==> src/rtl/sync_length_deframer_top_assert.svh <==
// Assertion helpers shared by the deframer modules.
// Both expect i_clk and i_rst_n in the enclosing module.
`ifndef SYNC_LENGTH_DEFRAMER_TOP_ASSERT_SVH
`define SYNC_LENGTH_DEFRAMER_TOP_ASSERT_SVH

// Consequent checked on the same edge.
`define SLDE_ASSERT_NOW(lbl, ante, cons) \
    lbl: assert property (@(posedge i_clk) disable iff (!i_rst_n) (ante) |-> (cons)) \
        else $error("deframer check failed");

// Consequent checked on the following edge.
`define SLDE_ASSERT_NEXT(lbl, ante, cons) \
    lbl: assert property (@(posedge i_clk) disable iff (!i_rst_n) (ante) |=> (cons)) \
        else $error("deframer check failed");

`endif

==> src/rtl/slde_pkg.sv <==
package slde_pkg;

    localparam int BYTE_W = 8;
    localparam int LEN_W  = 16;

    localparam logic [BYTE_W-1:0] SYNC_B0 = 8'hFF;
    localparam logic [BYTE_W-1:0] SYNC_B1 = 8'h56;  // 'V'
    localparam logic [BYTE_W-1:0] SYNC_B2 = 8'h42;  // 'B'

    localparam logic [LEN_W-1:0] MAX_LEN_RESET = 16'd1024;

    typedef struct packed {
        logic              valid;
        logic [BYTE_W-1:0] data;
        logic [LEN_W-1:0]  index;
        logic              last;
    } t_result;

endpackage

==> src/rtl/slde_parser.sv <==
`include "sync_length_deframer_top_assert.svh"

module slde_parser (
    input  logic                        i_clk,
    input  logic                        i_rst_n,
    input  logic                        i_cfg_we,
    input  logic [slde_pkg::LEN_W-1:0]  i_cfg_wdata,
    input  logic                        i_accept,
    input  logic [slde_pkg::BYTE_W-1:0] i_in_byte,
    output slde_pkg::t_result           o_result
);

    typedef enum logic [2:0] {
        PH_SYNC0  = 3'd0,
        PH_SYNC1  = 3'd1,
        PH_SYNC2  = 3'd2,
        PH_LEN_LO = 3'd3,
        PH_LEN_HI = 3'd4,
        PH_DATA   = 3'd5
    } t_phase;

    t_phase                      r_phase, n_phase;
    logic [slde_pkg::LEN_W-1:0]  r_len, n_len;
    logic [slde_pkg::LEN_W-1:0]  r_pos, n_pos;
    logic [slde_pkg::LEN_W-1:0]  r_max_len;

    t_phase                      restart;
    logic [slde_pkg::LEN_W-1:0]  hdr_len;
    logic [slde_pkg::LEN_W:0]    pos_inc;
    logic                        last;

    assign restart = (i_in_byte == slde_pkg::SYNC_B0) ? PH_SYNC1 : PH_SYNC0;
    assign hdr_len = {i_in_byte, r_len[slde_pkg::BYTE_W-1:0]};
    assign pos_inc = {1'b0, r_pos} + {{slde_pkg::LEN_W{1'b0}}, 1'b1};
    assign last    = (pos_inc >= {1'b0, r_len});

    always_comb begin
        n_phase = r_phase;
        n_len   = r_len;
        n_pos   = r_pos;
        case (r_phase)
            PH_SYNC1: begin
                n_phase = (i_in_byte == slde_pkg::SYNC_B1) ? PH_SYNC2 : restart;
            end
            PH_SYNC2: begin
                n_phase = (i_in_byte == slde_pkg::SYNC_B2) ? PH_LEN_LO : restart;
            end
            PH_LEN_LO: begin
                n_len   = {{(slde_pkg::LEN_W-slde_pkg::BYTE_W){1'b0}}, i_in_byte};
                n_phase = PH_LEN_HI;
            end
            PH_LEN_HI: begin
                n_len = hdr_len;
                // zero or oversized length: drop the frame silently
                if (hdr_len == '0 || hdr_len > r_max_len) begin
                    n_phase = PH_SYNC0;
                end else begin
                    n_pos   = '0;
                    n_phase = PH_DATA;
                end
            end
            PH_DATA: begin
                n_pos = pos_inc[slde_pkg::LEN_W-1:0];
                if (last) begin
                    n_phase = PH_SYNC0;
                end
            end
            default: begin
                n_phase = restart;
            end
        endcase
    end

    always_comb begin
        o_result.valid = (r_phase == PH_DATA);
        o_result.data  = i_in_byte;
        o_result.index = r_pos;
        o_result.last  = last;
    end

    always_ff @(posedge i_clk) begin
        if (!i_rst_n) begin
            r_phase   <= PH_SYNC0;
            r_len     <= '0;
            r_pos     <= '0;
            r_max_len <= slde_pkg::MAX_LEN_RESET;
        end else begin
            if (i_accept) begin
                r_phase <= n_phase;
                r_len   <= n_len;
                r_pos   <= n_pos;
            end
            if (i_cfg_we) begin
                r_max_len <= i_cfg_wdata;
            end
        end
    end

    `SLDE_ASSERT_NOW(a_pos_in_frame, r_phase == PH_DATA, r_pos < r_len)
    `SLDE_ASSERT_NEXT(a_last_ends_frame, i_accept && o_result.valid && o_result.last,
                      r_phase == PH_SYNC0)
    `SLDE_ASSERT_NEXT(a_frame_starts_at_zero,
                      i_accept && r_phase == PH_LEN_HI && hdr_len != '0 && hdr_len <= r_max_len,
                      r_phase == PH_DATA && r_pos == '0)

endmodule

==> src/rtl/slde_out_reg.sv <==
`include "sync_length_deframer_top_assert.svh"

module slde_out_reg (
    input  logic                        i_clk,
    input  logic                        i_rst_n,
    input  logic                        i_load,
    input  slde_pkg::t_result           i_result,
    input  logic                        i_out_ready,
    output logic                        o_can_load,
    output logic                        o_out_valid,
    output logic [slde_pkg::BYTE_W-1:0] o_payload_byte,
    output logic [slde_pkg::LEN_W-1:0]  o_byte_index,
    output logic                        o_frame_last
);

    logic                        r_valid;
    logic [slde_pkg::BYTE_W-1:0] r_data;
    logic [slde_pkg::LEN_W-1:0]  r_index;
    logic                        r_last;

    // register is free when empty or being drained this cycle
    assign o_can_load = !r_valid || i_out_ready;

    always_ff @(posedge i_clk) begin
        if (!i_rst_n) begin
            r_valid <= 1'b0;
        end else if (o_can_load) begin
            r_valid <= i_load;
        end
    end

    always_ff @(posedge i_clk) begin
        if (i_load && o_can_load) begin
            r_data  <= i_result.data;
            r_index <= i_result.index;
            r_last  <= i_result.last;
        end
    end

    assign o_out_valid    = r_valid;
    assign o_payload_byte = r_data;
    assign o_byte_index   = r_index;
    assign o_frame_last   = r_last;

    `SLDE_ASSERT_NOW(a_no_load_when_stalled, i_load, o_can_load)
    `SLDE_ASSERT_NEXT(a_hold_while_stalled, r_valid && !i_out_ready,
                      r_valid && $stable(r_data) && $stable(r_index) && $stable(r_last))
    `SLDE_ASSERT_NEXT(a_drain_empties, r_valid && i_out_ready && !i_load, !r_valid)

endmodule

==> src/rtl/sync_length_deframer_top.sv <==
// Byte-stream deframer: hunts for the sync word FF 'V' 'B', reads a 16-bit
// payload length (low byte first) and delivers each payload byte with its
// index, flagging the final one. Lengths of zero or above max_payload_len
// (i_cfg_wdata, reset 1024) are dropped without output; a stray FF during
// the hunt restarts it at the second sync byte. A byte is accepted each
// clock whenever the single output register is empty or being read in
// that cycle, so the output side's ready sets the throughput. Header
// bytes produce no output item.
module sync_length_deframer_top (
    input  logic                        i_clk,
    input  logic                        i_rst_n,
    input  logic                        i_cfg_we,
    input  logic [slde_pkg::LEN_W-1:0]  i_cfg_wdata,
    input  logic                        i_in_valid,
    output logic                        o_in_ready,
    input  logic [slde_pkg::BYTE_W-1:0] i_in_byte,
    output logic                        o_out_valid,
    input  logic                        i_out_ready,
    output logic [slde_pkg::BYTE_W-1:0] o_payload_byte,
    output logic [slde_pkg::LEN_W-1:0]  o_byte_index,
    output logic                        o_frame_last
);

    logic              in_fire;
    logic              can_load;
    slde_pkg::t_result result;

    assign o_in_ready = can_load;
    assign in_fire    = i_in_valid && can_load;

    slde_parser u_parser (
        .i_clk       (i_clk),
        .i_rst_n     (i_rst_n),
        .i_cfg_we    (i_cfg_we),
        .i_cfg_wdata (i_cfg_wdata),
        .i_accept    (in_fire),
        .i_in_byte   (i_in_byte),
        .o_result    (result)
    );

    slde_out_reg u_out_reg (
        .i_clk          (i_clk),
        .i_rst_n        (i_rst_n),
        .i_load         (in_fire && result.valid),
        .i_result       (result),
        .i_out_ready    (i_out_ready),
        .o_can_load     (can_load),
        .o_out_valid    (o_out_valid),
        .o_payload_byte (o_payload_byte),
        .o_byte_index   (o_byte_index),
        .o_frame_last   (o_frame_last)
    );

endmodule
==> config.mk <==
export PLATFORM = sky130hd
export DESIGN_NAME = sync_length_deframer_top
export DESIGN_NICKNAME = d
export VERILOG_FILES = /design/src/rtl/slde_pkg.sv /design/src/rtl/slde_parser.sv /design/src/rtl/slde_out_reg.sv /design/src/rtl/sync_length_deframer_top.sv
export VERILOG_INCLUDE_DIRS = /design/src /design/src/rtl
export SDC_FILE = /design/constraint.sdc
export NUM_CORES = 1
export LEC_CHECK = 0
export BUFFER_PORTS_ARGS = -buffer_cell sky130_fd_sc_hd__buf_4
export CAP_MARGIN = 20
export CORE_MARGIN = 4
export CORE_UTILIZATION = 40
export CTS_CLUSTER_DIAMETER = 30
export DETAILED_ROUTE_END_ITERATION = 10
export GPL_TIMING_DRIVEN = 0
export PLACE_DENSITY = 0.69
export SETUP_SLACK_MARGIN = 0.4
export SYNTH_ARGS = -nofsm -noshare
export SYNTH_HDL_FRONTEND = slang
export SYNTH_SLANG_ARGS = --single-unit
==> constraint.sdc <==
create_clock -name i_clk -period 5.8 [get_ports i_clk]
set_input_delay 0.87 -clock i_clk [delete_from_list [all_inputs] [get_ports i_clk]]
set_output_delay 0.87 -clock i_clk [all_outputs]
set_load 0.01 [all_outputs]
==> flow_metrics.tcl <==
set metrics [dict create \
    min_path_type "register to register" \
    p_per_area_mw_per_mm2 230 \
    cts_tree "built" \
    grt_max_degree 35 \
    cts_buffers 9 \
    syn-cell-area_mm2 0.00391 \
    ys_seq_elements 77 \
    post_cts_buffers 0 \
    regToRegSetupSlack_ns 2.24 \
    finish.utilization 0.499 \
    syn_inst 418 \
    antenna_found_initial 0 \
    synth_fp_nets 480 \
    synth-main-ff-cell "dfxtp_1" \
    nFillCells 912 \
    yosys.area.top_type "dfxtp_1" \
    drive_gt1_frac 0.164 \
    drt_first_pass_iters 6 \
    syn_avg_cell_area_um2 9.35 \
    cts-hold-fix-buffers 0 \
    min_period_ns 3.56 \
    hold_path_depth 0 \
    synthToLayoutAreaGrowth_pct 19.6 \
    pin_count 56 \
    fin_nets 544 \
    crit_required_ns 6.04 \
    diodes 0 \
    rsz0062_at_grt "no" \
    busiest_layer "met2" \
    r2r_cells 13 \
    holdCritStartpoint "u_parser.r_pos[7]" \
    globalRouteOverflowTotal 0 \
    drcViolationCount 0 \
    grtUsageMet3 0.0211 \
    reg2reg_from "u_parser.r_pos[0]" \
    final-setup-viol-count 0 \
    clk_path_buf_depth 2 \
    ctsResizeCount 0 \
    synth.distinct_cells 48 \
    postRouteWirelength_um 9080 \
    root_buffer "clkbuf_8" \
    fin_hold_ws_ns 0.458 \
    grt_pass1_wl_um 15100 \
    tns_ns 0 \
    p_leak_nw 1.93 \
    synth.area.top_cells "dfxtp_1, edfxtp_1, ha_1" \
    grt_pass1_vias 3190 \
    synth_warnings 0 \
    reg2reg_to "u_parser.r_phase[0]" \
    finalInstanceArea_mm2 0.00467 \
    dp_hpwl_um 6710 \
    path_clk_slew_ns 0.08 \
    drv_slew 0 \
    start_util 0.417 \
    critPathArrivalTime_ns 3.80 \
    worstSetupEndpointType "register" \
    fin_worst_skew_ns 0.00797 \
    worst_pin_slew_ns 0.582 \
    cts_sinks 77 \
    place_congestion 0.855 \
    fmax_mhz 281 \
    run_status "completed" \
    clk_latency_ns 0.34 \
    drtIter0Drc 211 \
    row_count 35 \
    use_met2 0.288 \
    relSlewSlack 0.602 \
    use_met1 0.208 \
    track_usage 0.166 \
    cts_max_level 3 \
    die-area_mm2 0.0114 \
    pre_cts_ws_ns 2.35 \
    die_h_um 107 \
    die_width_um 107 \
    ys_seq_area_frac 0.458 \
    ant_nets 0 \
    ir_drop_v 0.000121 \
    holdPathEnd "u_out_reg.o_byte_index[7]" \
    core_mm2 0.00937 \
    critPathMaxFanout 6 \
    placed_area_mm2 0.00447 \
    synth_top_cell_area_share 0.266 \
    cap_violations 0 \
    setup_slack_ns 2.24 \
    startpoint_type "register" \
    wl_per_cell_um 14.7 \
    num_vias 3197 \
    hold_violations 0 \
    crit_path_start "u_parser.r_pos[0]" \
    synth_edf_count 25 \
    routed_via_density 5.19 \
    finalCritPeriodShare 0.614 \
    async_reset_ff_frac 0 \
    numPortBuffers 53 \
    critical_path_class "register to register" \
]
-- worst max-delay path by stage --
stage | cells past startpoint | to | slack, ns
6_report | 13 | u_parser.r_phase[0] | 2.24
3_5_place_dp | 13 | u_parser.r_phase[0] | 2.35
3_3_place_gp | 13 | u_parser.r_phase[0] | 2.34
4_1_cts | 13 | u_parser.r_phase[0] | 2.31
2_1_floorplan | 13 | u_parser.r_phase[0] | 2.85
5_1_grt | 13 | u_parser.r_phase[0] | 1.93
-- worst max-delay path, cell delays in order (launching register included) --
cell      delay (ns)
dfxtp_1         0.45
ha_1            0.27
nand3_1         0.26
nor4_1          0.47
nand2_1         0.16
xnor2_1         0.15
ha_1            0.30
nand4_1         0.16
o41ai_1         0.36
a41oi_1         0.13
a21oi_1         0.22
nand2_1         0.13
nand2b_1        0.16
o221a_2         0.23
-- synthesized netlist by cell type, types with 8 or more instances --
library cell,count
a22oi_1,8
nor2_1,49
dfxtp_1,52
inv_1,38
edfxtp_1,25
xor2_1,11
nor3_1,8
ha_1,33
a21oi_1,28
xnor2_1,11
nand4_1,12
mux2i_1,15
nand2_1,42
nand3_1,20
-- report_power, final --
| group | internal (W) | leakage (nW) | total (W) | switching, W |
|---|---|---|---|---|
| clock network | 0.000241 | 0.107 | 0.000430 | 0.000190 |
| registers | 0.000561 | 0.675 | 0.000565 | 0.00000400 |
| logic | 0.0000349 | 1.15 | 0.0000780 | 0.0000430 |
-- layer usage --
layer | wire length [µm] | vias to the layer above
li1 | - | 1586
met1 | 3860 | 1509
met2 | 4600 | 89
met3 | 437 | 13
met4 | 189 | 0
met5 | 0 | -
-- layout make-up --
type	count	area, µm²	share of cell area
Multi-Input combinational cell	287	1870	0.399
Inverter	38	143	0.0305
Clock inverter	5	75.1	0.0161
Buffer	16	109	0.0233
Tap cell	129	161	0.0345
Sequential cell	77	1790	0.383
Clock buffer	11	131	0.0281
Timing Repair Buffer	53	398	0.0851
-- flip-flops by register name, indices dropped and copies added (netlist names) --
register	count
u_out_reg.o_payload_byte	8
u_out_reg.o_frame_last	1
u_parser.r_pos	16
u_parser.r_phase	3
u_parser.r_len	16
u_parser.r_max_len	16
u_out_reg.o_byte_index	16
u_out_reg.o_out_valid	1
-- cells by family after synthesis --
logic type	Yosys count	synth area share
adder cells (fa/ha/maj)	33	0.106
multiplexers	15	0.0384
AND/OR/NAND/NOR	155	0.184
buffers and inverters	54	0.0643
XOR/XNOR	22	0.0493
AO/OA/AOI/OAI	62	0.0996
flip-flops	77	0.458
-- per-stage QoR --
step / instances / power, W
after floorplan: 418 / 0.000621
after global placement: 600 / 0.000652
after detailed placement: 600 / 0.000655
after CTS: 616 / 0.00108
after global routing: 616 / 0.00112
final: 616 / 0.00107
-- placed cells by master (no fill, tap or decap), types with 2 or more instances in the layout --
cell       instances
bufinv_16          2
xnor2_1           11
nand4b_1           2
ha_1              33
mux2i_1           15
clkbuf_1           9
nand3_1           20
nand2b_1           3
dfxtp_1           52
a211oi_1           3
a31oi_1            2
nor2_1            49
edfxtp_1          25
nand2_1           42
nand4_1           12
buf_2              3
nor3_1             8
clkinv_2           3
clkbuf_8          12
nor4_1             4
a21o_1             2
buf_4             53
xor2_1            11
a21oi_1           28
and3_1             4
and2_1             3
inv_1             38
o21ai_0            7
a22oi_1            8
buf_6              2
Note: power is estimated with default switching activity, not from simulation.
